--- src/hdl/hst_pkg.sv ---
// Shared types, codes and field widths for the handle slot table.
`default_nettype none

package hst_pkg;

    // Field widths of the request and result transfers.
    localparam int ACTION_W = 2;
    localparam int INDEX_W  = 6;
    localparam int HANDLE_W = 32;
    localparam int STATUS_W = 2;
    localparam int FREE_W   = 7;

    // Request codes.
    localparam logic [ACTION_W-1:0] ACT_ADD = 2'd0;
    localparam logic [ACTION_W-1:0] ACT_SET = 2'd1;
    localparam logic [ACTION_W-1:0] ACT_GET = 2'd2;
    localparam logic [ACTION_W-1:0] ACT_NOP = 2'd3;

    // Result status codes.
    localparam logic [STATUS_W-1:0] STAT_OK    = 2'd0;
    localparam logic [STATUS_W-1:0] STAT_FULL  = 2'd1;
    localparam logic [STATUS_W-1:0] STAT_RANGE = 2'd2;
    localparam logic [STATUS_W-1:0] STAT_ZERO  = 2'd3;

    typedef enum logic [1:0] {
        FSM_IDLE,
        FSM_EXEC,
        FSM_FIND
    } fsm_state_t;

    // Commands from the controller to the datapath.
    typedef struct packed {
        logic capture;
        logic exec;
        logic finish;
    } hst_cmd_t;

endpackage

`default_nettype wire

--- src/hdl/handle_slot_table.sv ---
// An accepted request passes through the execute cycle (store read-modify-write) and the
// lowest-free encode cycle, and its result is registered once the output is free. While
// results are taken, a new request can be accepted in the previous request's encode cycle.
// Reset clears all occupancy flags, sets the free count to SLOT_COUNT and the
// lowest free slot to zero at once; store words are not cleared, free slots read as zero.
`default_nettype none

module handle_slot_table #(
    parameter int SLOT_COUNT  = 64,
    parameter int VALUE_WIDTH = 32
) (
    input  wire logic                          clk,
    input  wire logic                          rst_n,
    input  wire logic                          in_valid,
    output logic                               in_ready,
    input  wire logic [hst_pkg::ACTION_W-1:0]  action,
    input  wire logic [hst_pkg::INDEX_W-1:0]   slot_index,
    input  wire logic [hst_pkg::HANDLE_W-1:0]  handle_value,
    output logic                               out_valid,
    input  wire logic                          out_ready,
    output logic      [hst_pkg::STATUS_W-1:0]  status,
    output logic      [hst_pkg::INDEX_W-1:0]   granted_index,
    output logic      [hst_pkg::HANDLE_W-1:0]  read_value,
    output logic      [hst_pkg::FREE_W-1:0]    free_slots
);

    hst_pkg::hst_cmd_t cmd;

    hst_ctrl u_ctrl (
        .clk       (clk),
        .rst_n     (rst_n),
        .in_valid  (in_valid),
        .in_ready  (in_ready),
        .out_valid (out_valid),
        .out_ready (out_ready),
        .cmd       (cmd)
    );

    hst_datapath #(
        .SLOT_COUNT  (SLOT_COUNT),
        .VALUE_WIDTH (VALUE_WIDTH)
    ) u_datapath (
        .clk           (clk),
        .rst_n         (rst_n),
        .cmd           (cmd),
        .action        (action),
        .slot_index    (slot_index),
        .handle_value  (handle_value),
        .status        (status),
        .granted_index (granted_index),
        .read_value    (read_value),
        .free_slots    (free_slots)
    );

endmodule

`default_nettype wire

--- src/hdl/hst_ctrl.sv ---
// Controller state machine that sequences each request through execute and encode cycles.
`default_nettype none

module hst_ctrl (
    input  wire logic              clk,
    input  wire logic              rst_n,
    input  wire logic              in_valid,
    output logic                   in_ready,
    output logic                   out_valid,
    input  wire logic              out_ready,
    output hst_pkg::hst_cmd_t      cmd
);

    hst_pkg::fsm_state_t state_reg;
    hst_pkg::fsm_state_t state_next;
    logic                out_valid_reg;
    logic                out_valid_next;
    logic                out_free;

    assign out_free = !out_valid_reg || out_ready;

    always_ff @(posedge clk or negedge rst_n)
    begin
        if (!rst_n)
        begin
            state_reg     <= hst_pkg::FSM_IDLE;
            out_valid_reg <= 1'b0;
        end
        else
        begin
            state_reg     <= state_next;
            out_valid_reg <= out_valid_next;
        end
    end

    always_comb
    begin
        state_next = state_reg;
        unique case (state_reg)
            hst_pkg::FSM_IDLE:
            begin
                if (in_valid)
                    state_next = hst_pkg::FSM_EXEC;
            end
            hst_pkg::FSM_EXEC:
            begin
                state_next = hst_pkg::FSM_FIND;
            end
            hst_pkg::FSM_FIND:
            begin
                // The result leaves for the output register; a waiting request
                // can start right behind it.
                if (out_free)
                    state_next = in_valid ? hst_pkg::FSM_EXEC : hst_pkg::FSM_IDLE;
            end
            default:
            begin
                state_next = hst_pkg::FSM_IDLE;
            end
        endcase
    end

    always_comb
    begin
        in_ready   = 1'b0;
        cmd.exec   = 1'b0;
        cmd.finish = 1'b0;
        unique case (state_reg)
            hst_pkg::FSM_IDLE:
            begin
                in_ready = 1'b1;
            end
            hst_pkg::FSM_EXEC:
            begin
                cmd.exec = 1'b1;
            end
            hst_pkg::FSM_FIND:
            begin
                in_ready   = out_free;
                cmd.finish = out_free;
            end
            default:
            begin
                in_ready = 1'b0;
            end
        endcase
        cmd.capture    = in_valid && in_ready;
        out_valid_next = cmd.finish ? 1'b1 : (out_ready ? 1'b0 : out_valid_reg);
    end

    assign out_valid = out_valid_reg;

    a_exec_after_capture: assert property (@(posedge clk) disable iff (!rst_n)
        cmd.capture |=> state_reg == hst_pkg::FSM_EXEC)
        else $error("accepted request did not enter the execute cycle");

    a_find_after_exec: assert property (@(posedge clk) disable iff (!rst_n)
        cmd.exec |=> state_reg == hst_pkg::FSM_FIND)
        else $error("execute cycle not followed by encode cycle");

    a_finish_no_overwrite: assert property (@(posedge clk) disable iff (!rst_n)
        cmd.finish |-> (!out_valid_reg || out_ready))
        else $error("result loaded over a pending result");

endmodule

`default_nettype wire

--- src/hdl/hst_datapath.sv ---
// Datapath with the slot store, occupancy flags, free count and result registers.
`default_nettype none

module hst_datapath #(
    parameter int SLOT_COUNT  = 64,
    parameter int VALUE_WIDTH = 32
) (
    input  wire logic                            clk,
    input  wire logic                            rst_n,
    input  wire hst_pkg::hst_cmd_t               cmd,
    input  wire logic [hst_pkg::ACTION_W-1:0]    action,
    input  wire logic [hst_pkg::INDEX_W-1:0]     slot_index,
    input  wire logic [hst_pkg::HANDLE_W-1:0]    handle_value,
    output logic      [hst_pkg::STATUS_W-1:0]    status,
    output logic      [hst_pkg::INDEX_W-1:0]     granted_index,
    output logic      [hst_pkg::HANDLE_W-1:0]    read_value,
    output logic      [hst_pkg::FREE_W-1:0]      free_slots
);

    localparam int IDX_W = (SLOT_COUNT > 1) ? $clog2(SLOT_COUNT) : 1;
    localparam int CNT_W = $clog2(SLOT_COUNT + 1);
    localparam int AW    = (IDX_W > hst_pkg::INDEX_W) ? IDX_W : hst_pkg::INDEX_W;
    localparam int CW    = ((CNT_W > hst_pkg::INDEX_W) ? CNT_W : hst_pkg::INDEX_W) + 1;
    localparam int XW    = (VALUE_WIDTH > hst_pkg::HANDLE_W) ? VALUE_WIDTH : hst_pkg::HANDLE_W;

    // Captured request.
    logic [hst_pkg::ACTION_W-1:0] act_reg;
    logic [hst_pkg::INDEX_W-1:0]  idx_reg;
    logic [VALUE_WIDTH-1:0]       val_reg;

    // Table state.
    logic [VALUE_WIDTH-1:0] mem [SLOT_COUNT];
    logic [SLOT_COUNT-1:0]  occ_reg;
    logic [CNT_W-1:0]       free_reg;
    logic [CNT_W-1:0]       free_next;
    logic [CNT_W-1:0]       lowest_reg;
    logic [CNT_W-1:0]       first_free;
    logic [VALUE_WIDTH-1:0] rdata_reg;

    // Execute-cycle results waiting for the encode cycle.
    logic [hst_pkg::STATUS_W-1:0] st_reg;
    logic [hst_pkg::STATUS_W-1:0] st_next;
    logic [hst_pkg::INDEX_W-1:0]  grant_reg;
    logic [hst_pkg::INDEX_W-1:0]  grant_next;
    logic                         rd_ok_reg;
    logic                         rd_ok_next;

    // Output registers.
    logic [hst_pkg::STATUS_W-1:0] status_reg;
    logic [hst_pkg::INDEX_W-1:0]  granted_reg;
    logic [hst_pkg::HANDLE_W-1:0] read_reg;
    logic [hst_pkg::FREE_W-1:0]   free_out_reg;

    logic [XW-1:0]          hv_ext;
    logic [XW-1:0]          rd_ext;
    logic [AW-1:0]          idx_ext;
    logic [IDX_W-1:0]       slot_sel;
    logic [IDX_W-1:0]       lowest_sel;
    logic                   in_range;
    logic                   was_occ;
    logic                   val_zero;
    logic                   mem_we;
    logic [IDX_W-1:0]       mem_addr;
    logic                   occ_we;
    logic                   occ_val;

    assign hv_ext     = XW'(handle_value);
    assign rd_ext     = XW'(rdata_reg);
    assign idx_ext    = AW'(idx_reg);
    assign slot_sel   = idx_ext[IDX_W-1:0];
    assign lowest_sel = lowest_reg[IDX_W-1:0];
    assign in_range   = CW'(idx_reg) < CW'(SLOT_COUNT);
    assign was_occ    = occ_reg[slot_sel];
    assign val_zero   = (val_reg == '0);

    always_ff @(posedge clk)
    begin
        if (cmd.capture)
        begin
            act_reg <= action;
            idx_reg <= slot_index;
            val_reg <= hv_ext[VALUE_WIDTH-1:0];
        end
    end

    always_comb
    begin
        st_next    = hst_pkg::STAT_OK;
        grant_next = '0;
        rd_ok_next = 1'b0;
        mem_we     = 1'b0;
        mem_addr   = slot_sel;
        occ_we     = 1'b0;
        occ_val    = 1'b0;
        free_next  = free_reg;
        unique case (act_reg)
            hst_pkg::ACT_ADD:
            begin
                if (val_zero)
                    st_next = hst_pkg::STAT_ZERO;
                else if (free_reg == '0)
                    st_next = hst_pkg::STAT_FULL;
                else
                begin
                    mem_we     = 1'b1;
                    mem_addr   = lowest_sel;
                    occ_we     = 1'b1;
                    occ_val    = 1'b1;
                    free_next  = free_reg - 1'b1;
                    grant_next = hst_pkg::INDEX_W'(lowest_reg);
                end
            end
            hst_pkg::ACT_SET:
            begin
                if (!in_range)
                    st_next = hst_pkg::STAT_RANGE;
                else
                begin
                    mem_we  = 1'b1;
                    occ_we  = 1'b1;
                    occ_val = !val_zero;
                    if (!was_occ && !val_zero)
                        free_next = free_reg - 1'b1;
                    else if (was_occ && val_zero)
                        free_next = free_reg + 1'b1;
                end
            end
            hst_pkg::ACT_GET:
            begin
                if (!in_range)
                    st_next = hst_pkg::STAT_RANGE;
                else
                    rd_ok_next = was_occ;
            end
            default:
            begin
                st_next = hst_pkg::STAT_OK;
            end
        endcase
    end

    // Store write and registered read; a free slot reads as zero through its flag.
    always_ff @(posedge clk)
    begin
        if (cmd.exec && mem_we)
            mem[mem_addr] <= val_reg;
        if (cmd.exec)
            rdata_reg <= mem[slot_sel];
    end

    // The lowest free slot is always the first clear occupancy flag.
    always_comb
    begin
        first_free = CNT_W'(SLOT_COUNT);
        for (int i = SLOT_COUNT - 1; i >= 0; i--)
        begin
            if (!occ_reg[i])
                first_free = CNT_W'(i);
        end
    end

    always_ff @(posedge clk or negedge rst_n)
    begin
        if (!rst_n)
        begin
            occ_reg    <= '0;
            free_reg   <= CNT_W'(SLOT_COUNT);
            lowest_reg <= '0;
        end
        else
        begin
            if (cmd.exec)
            begin
                free_reg <= free_next;
                if (occ_we)
                    occ_reg[mem_addr] <= occ_val;
            end
            if (!cmd.exec)
                lowest_reg <= first_free;
        end
    end

    always_ff @(posedge clk)
    begin
        if (cmd.exec)
        begin
            st_reg    <= st_next;
            grant_reg <= grant_next;
            rd_ok_reg <= rd_ok_next;
        end
        if (cmd.finish)
        begin
            status_reg   <= st_reg;
            granted_reg  <= grant_reg;
            read_reg     <= rd_ok_reg ? rd_ext[hst_pkg::HANDLE_W-1:0] : '0;
            free_out_reg <= hst_pkg::FREE_W'(free_reg);
        end
    end

    assign status        = status_reg;
    assign granted_index = granted_reg;
    assign read_value    = read_reg;
    assign free_slots    = free_out_reg;

    a_count_matches_flags: assert property (@(posedge clk) disable iff (!rst_n)
        ($countones(occ_reg) + int'(free_reg)) == SLOT_COUNT)
        else $error("free count disagrees with occupancy flags");

    a_lowest_is_free: assert property (@(posedge clk) disable iff (!rst_n)
        cmd.exec |-> (free_reg == '0) || !occ_reg[lowest_sel])
        else $error("lowest free slot points at an occupied slot");

    a_full_means_no_slot: assert property (@(posedge clk) disable iff (!rst_n)
        cmd.exec |-> ((free_reg == '0) == (lowest_reg == CNT_W'(SLOT_COUNT))))
        else $error("full flag and lowest free slot disagree");

endmodule

`default_nettype wire

--- config.mk ---
export PLATFORM = sky130hd
export DESIGN_NAME = handle_slot_table
export DESIGN_NICKNAME = d
export VERILOG_FILES = /design/src/hdl/hst_pkg.sv /design/src/hdl/handle_slot_table.sv /design/src/hdl/hst_ctrl.sv /design/src/hdl/hst_datapath.sv
export SDC_FILE = /design/constraint.sdc
export NUM_CORES = 2
export LEC_CHECK = 0
export BUFFER_PORTS_ARGS = -buffer_cell sky130_fd_sc_hd__buf_2
export CAP_MARGIN = 10
export CORE_MARGIN = 2
export CORE_UTILIZATION = 50
export DETAILED_ROUTE_END_ITERATION = 8
export PLACE_DENSITY = 0.65
export SETUP_SLACK_MARGIN = 0.1
export SYNTH_ARGS = -nofsm -noshare
export SYNTH_HDL_FRONTEND = slang
export SYNTH_HIERARCHICAL = 1
export SYNTH_SLANG_ARGS = --single-unit
--- constraint.sdc ---
create_clock -name clk -period 6.6 [get_ports clk]
set_input_delay 1.32 -clock clk [delete_from_list [all_inputs] [get_ports clk]]
set_output_delay 1.32 -clock clk [all_outputs]
set_load 0.01 [all_outputs]
## Yosys cells after proc, flatten, opt, wreduce, memory -nomap -nowiden

Memory sizes are Yosys's and may differ from the RTL's. A register that Yosys moved wholly into a read port is not among the register bits.
Index checks and enable logic that the tools add are counted.

| cells by class | value |
|---|---|
| $add $sub $neg | 2 |
| reduce and logical (&&, ||, !) cells | 19 |
| equality and inequality tests | 9 |
| bitwise gates (word level) | 1 |
| $lt $le $gt $ge | 3 |
| mux-type cells | 94 |

Operators by type and width:

| operator | number |
|---|---|
| 6-bit two-way mux | 67 |
| 64-bit bitwise mux | 1 |
| 32-bit zero test | 1 |
| 7-bit two-way mux | 4 |
| 6-bit by 7-bit < comparator with 1-bit output (second input constant) | 2 |
| 7-bit case mux with 2 select lines | 1 |
| 1-bit two-way mux | 12 |
| 7-bit by 1-bit adder with 7-bit output (second input constant) | 1 |
| 7-bit zero test | 1 |
| 7-bit by 1-bit subtractor with 7-bit output (second input constant) | 1 |
| 1-bit binary-select mux with 6-bit select | 1 |
| 1-bit demux with 6-bit select | 1 |
| 6-bit by 1-bit >= comparator with 1-bit output (second input constant) | 1 |
| 2-bit two-way mux | 3 |
| 2-bit inequality test (second input constant) | 3 |
| 1-bit case mux with 2 select lines | 3 |
| 2-bit case mux with 3 select lines | 1 |
| 1-bit logical AND | 5 |
| 5-bit AND reduction | 1 |
| 2-bit by 1-bit == test with 1-bit output (second input constant) | 2 |
| 2-bit == test (second input constant) | 2 |
| 2-bit zero test | 2 |
| 2-bit AND reduction | 2 |
| 2-bit nonzero test | 2 |
| 6 further kinds | 8 |

| word-level totals | value |
|---|---|
| output and inout bits | 49 |
| memory bits (writable) | 2048 |
| logic and storage cells | 144 |
| bits of input ports | 44 |
| memories kept | 1 |
| register bits after elaboration | 176 |

Memory list:

| memory | depth | width | rd ports | clocked after memory_dff | write ports | line | RTL |
|---|---|---|---|---|---|---|---|
| u_datapath.mem | 64 | 32 | 1 | 1 | 1 | hst_datapath.sv:32 | `logic [VALUE_WIDTH-1:0] mem [SLOT_COUNT];` |

## Depth between registers and ports, before layout

| depth | value |
|---|---|
| word-level depth | 64 |
| gate-level depth with buffers | 14 |
| gate-level depth less buffers | 12 |

## Cells and area by module

The synthesis kept the hierarchy.

Modules (own cells, without submodules):

| module | area an instance (um^2) | times used | seq. area each (um^2) | cells an instance |
|---|---|---|---|---|
| hst_datapath | 86948.4 | 1 | 67270.8 | 3660 |
| hst_ctrl | 153.9 | 1 | 75.1 | 16 |

## Worst setup path after synthesis

No wires, ideal clock.

| timing | value |
|---|---|
| path type | register to register |
| from | reg u_ctrl.state_reg[1] |
| to | reg u_datapath.occ_reg[14] |
| setup slack | 1.473 ns |
| clock period less this slack | 5.127 ns |
| cell stages (with the launch flop) | 9 |
| required time | 6.473 ns |
| data arrival time | 5.000 ns |
| path buffers | 2 |
| library setup time | 0.127 ns |
| cells stage by stage | dfrtp_1 -> nor2b_1 -> buf_4 -> buf_2 -> nand2b_1 -> nor3_1 -> nand3_1 -> o32ai_1 -> mux2_2 |

RTL lines:

| item | line | RTL |
|---|---|---|
| start: declaration | hst_ctrl.sv:14 | `hst_pkg::fsm_state_t state_reg;` |
| start signal: assignment | hst_ctrl.sv:26 | `state_reg <= hst_pkg::FSM_IDLE;` |
| start signal: assignment | hst_ctrl.sv:31 | `state_reg <= state_next;` |
| end signal: indexed assignment | hst_datapath.sv:176 | `occ_reg[mem_addr] <= occ_val;` |
| end: declaration | hst_datapath.sv:33 | `logic [SLOT_COUNT-1:0] occ_reg;` |

## Final worst setup path

| timing | value |
|---|---|
| from | reg u_datapath/act_reg[1] (netlist name) |
| to | mem u_datapath.mem[22][11] (enable) |

| on the way | value |
|---|---|
| longest elaborated chain between the ends | 5 |
| elaborated cells on any way between the ends | 7 |
| those cells by class | eq/ne (1); mux (4); reduce/logical (2) |

RTL lines:

| item | line | RTL |
|---|---|---|
| start: declaration | hst_datapath.sv:27 | `logic [hst_pkg::ACTION_W-1:0] act_reg;` |
| start signal: assignment | hst_datapath.sv:80 | `act_reg <= action;` |
| 2-bit by 1-bit == test with 1-bit output / 2-bit zero test (equally long branches) | hst_datapath.sv:96 | `unique case (act_reg)` |
| 1-bit case mux with 2 select lines | hst_datapath.sv:96 |  |
| 1-bit logical AND | hst_datapath.sv:145 | `if (cmd.exec && mem_we)` |
| 1-bit two-way mux | hst_datapath.sv:145 |  |
| 1-bit two-way mux (implied by the code) | hst_datapath.sv:146 | `mem[mem_addr] <= val_reg;` |
| end: declaration | hst_datapath.sv:32 |  |

Several ways; a longest one is shown, not always the timed one.

==> impl_metrics.ini <==
[global_route]
grt_overflow = 0
track_usage_pct = 24.5
grt_start_max_net_pins = 140
first_global_vias = 40900
grt_pass1_wl_um = 308000
antenna_found_initial = 14

[sta]
fin_crit_ps = 4290
max_freq_mhz = 233
rsz0062_at_grt = false
fin_ws_ps = 2310
min_period_over_period_pct = 65.0
max_slew.worst_pin.slew_ps = 1170
hold_viol = 0
tns_ps = 0
finClkSkew_ps = 49.5
slew_headroom_pct = 21.3
setup_viol = 0
drv_slew = 0

[place]
hpwlAfterDp_um = 118000
io_buffers = 92
place_congestion = 0.923
dpl.cell_count = 6038
dp_slack_ps = 2330

[flow_run]
cap_violations = 0

[power]
p_sw_share_pct = 21.6
pwr-share-comb_pct = 5.9
peakVddDrop_mv = 0.297
power.total_mw = 30.0
p_sw_mw = 6.48
p_int_mw = 23.5
seqPwrFrac_pct = 53.5
pwr-share-clk_pct = 40.7
p_leak_nw = 30.8
powerDensity_nw_per_um2 = 303

[cts]
cts_resized = 0
cts_tree = built
cts_setup_buffers = 0
clk_path_buf_depth = 3
h-tree-depth = 4
holdBufCountCts = 0
cts_root_buffer = clkbuf_16
clk_latency_ps = 860
clk_pin_slew_ps = 60
cts_buffers = 215
clock_sink_count = 2256

[critical_path]
crit_path_end_kind = flop
crit_type = reg2reg
path_max_fanout = 21
worstRegToRegCells = 5
slowest_delay_ps = 1070
crit_arrival_ps = 4770
start_kind = flop
required_ps = 7080
crit_path_cell_trace = nand2b_1 > nor3_1 > nand3_1 > o32ai_4 > buf_4
worst_path_max_delay_cell = o32ai_4

[floorplanning]
start_util_pct = 50.2
die_w_um = 421
fp-row-count = 153
coreArea_um2 = 173000
ios = 93
die_y_um = 421
fp.dieArea_um2 = 178000

[synthesis]
synth.largest_area_cell = edfxtp_1
syn_area_per_cell_um2 = 23.7
synth_edf_count = 2176
synth_area_um2 = 87100
synth_top_area_share_pct = 75.0
async_reset_ff_share_pct = 3.55
synthFlopType = edfxtp_1
synth_area_leaders = edfxtp_1 (75%), mux4_2 (17%), dfrtp_1 (2.3%)
synthCells = 3676
synth_cell_types = 60
yosysWarnings = 6
syn_nets = 3724
ys_seq_area_share_pct = 77.3
synth.ff_latch_count = 2256

[run_status]
status = completed

[layout]
final_layout_size_suffix_gt1_share_pct = 32.6
largest_reg_flops = 2048
area_growth_pct = 13.5
postLayoutCoreUtil_pct = 57.0
fin_nets = 3978
instances_no_fill = 6447

[detailed_routing]
dr.pass1.iters = 6
drcViolationCount = 0
vias = 41300
postRouteWirelength_um = 217000
via_per_inst = 6.41
drt_first_iter_violations = 5778
drt-wirelength-per-cell_um = 33.6
drtAntennaViolNets = 0

[min_path]
hold_class = in2async
[layout by cell type, fill, tap and decap left out, drive strengths merged, types with 22 or more instances in the layout]
cell | synthesis | routed
mux4 | 660 | 660
o21ai | 36 | 36
nand3 | 22 | 22
nand2 | 79 | 79
clkbuf | 91 | 270
mux2 | 59 | 59
inv | 15 | 23
clkinv | 0 | 105
a22oi | 49 | 49
buf | 103 | 231
nand4 | 22 | 22
edfxtp | 2176 | 2176
dfrtp | 79 | 79
o32ai | 61 | 61
and2 | 34 | 34
[worst max-delay path, delay by kind of cell, from the launching register on]
family / cells / cell delay, ps
buffers and inverters: 1 / 570
flip-flops: 1 / 540
AO/OA/AOI/OAI: 1 / 1070
AND/OR/NAND/NOR: 3 / 1670
[final cells by class]
class	instances	area, um2
fillers	12500	74600
flip-flops and latches	2256	67300
multi-input cells	1211	19900
clock buffers	270	5820
well taps	2325	2910
repair buffers	231	1660
clock inverters	137	1220
inverters	15	56.3
diodes	2	5.00
[power by group through the flow]
| stage | logic [mW] | clock network, mW | registers (mW) |
|---|---|---|---|
| after global routing | 1.86 | 12.9 | 16.0 |
| after floorplan | 1.00 | 0 | 16.4 |
| final | 1.76 | 12.2 | 16.0 |
| after global placement | 1.75 | 0 | 16.3 |
| after CTS | 1.77 | 12.4 | 16.0 |
| after detailed placement | 1.77 | 0 | 16.3 |
[cells in the mapped netlist, types with 6 or more instances]
library cell and count:
nand4_1 22, inv_1 15, a22oi_1 49, nand3_1 22, and2_1 34, buf_6 31, mux2_2 53, nor4_1 12
mux2i_1 15, edfxtp_1 2176, buf_1 28, clkbuf_1 91, o21ai_0 30, nand2_1 79, mux4_2 660, a211oi_1 8
nor2_1 19, o32ai_1 61, buf_2 39, dfrtp_1 79, nor3_1 18, and3_1 9, a31oi_1 6, o21ai_1 6
nor2b_1 19, a21oi_1 16, nand2b_1 9, mux2_1 6
[worst paths after layout]
path                                                  startpoint                                    end  slack, ps
setup / recovery                 u_datapath/act_reg[1]$_DFFE_PP_       u_datapath/mem[22][11]$_DFFE_PP_       2310
hold / removal                                             rst_n     u_datapath/free_reg[4]$_DFFE_PN0P_        380
setup reg to reg                 u_datapath/act_reg[1]$_DFFE_PP_       u_datapath/mem[22][11]$_DFFE_PP_       2310
hold reg to reg            u_datapath/grant_reg[5]$_SDFFCE_PP0P_  u_datapath/granted_index[5]$_DFFE_PP_        430
max in group asynchronous                                  rst_n     u_datapath/occ_reg[60]$_DFFE_PN0P_       5110
min in group clk           u_datapath/grant_reg[5]$_SDFFCE_PP0P_  u_datapath/granted_index[5]$_DFFE_PP_        430
[logic make-up (layout without fill, tap and decap cells)]
kind of cell | Yosys count | count (layout) | synth area share [%]
DFF | 2256 | 2256 | 77.3
muxes | 734 | 734 | 18.0
and+or+nand+nor | 272 | 272 | 1.68
buffers and inverters | 209 | 653 | 1.25
AOI/OAI and AO/OA | 195 | 195 | 1.64
xor gates and xnor gates | 6 | 6 | 0.0603
adders and majority gates | 4 | 4 | 0.0575
other | 0 | 2 | 0
[per-stage QoR]
step | hold slack [ps] | instance area [um2]
final | 381 | 98900
after global routing | 375 | 98900
after floorplan | 400 | 87100
after detailed placement | 415 | 91800
after global placement | 419 | 91800
after CTS | 338 | 98900
[per-layer routing]
layer	vias to the layer above	GRT usage [%]	part of all wire, %
li1	16400	-	-
met3	273	4.46	9.0
met4	0	5.95	2.0
met1	22600	36.7	41
met2	2029	38.1	48
met5	-	0	0
No activity file was read; power rests on OpenSTA's default activity.
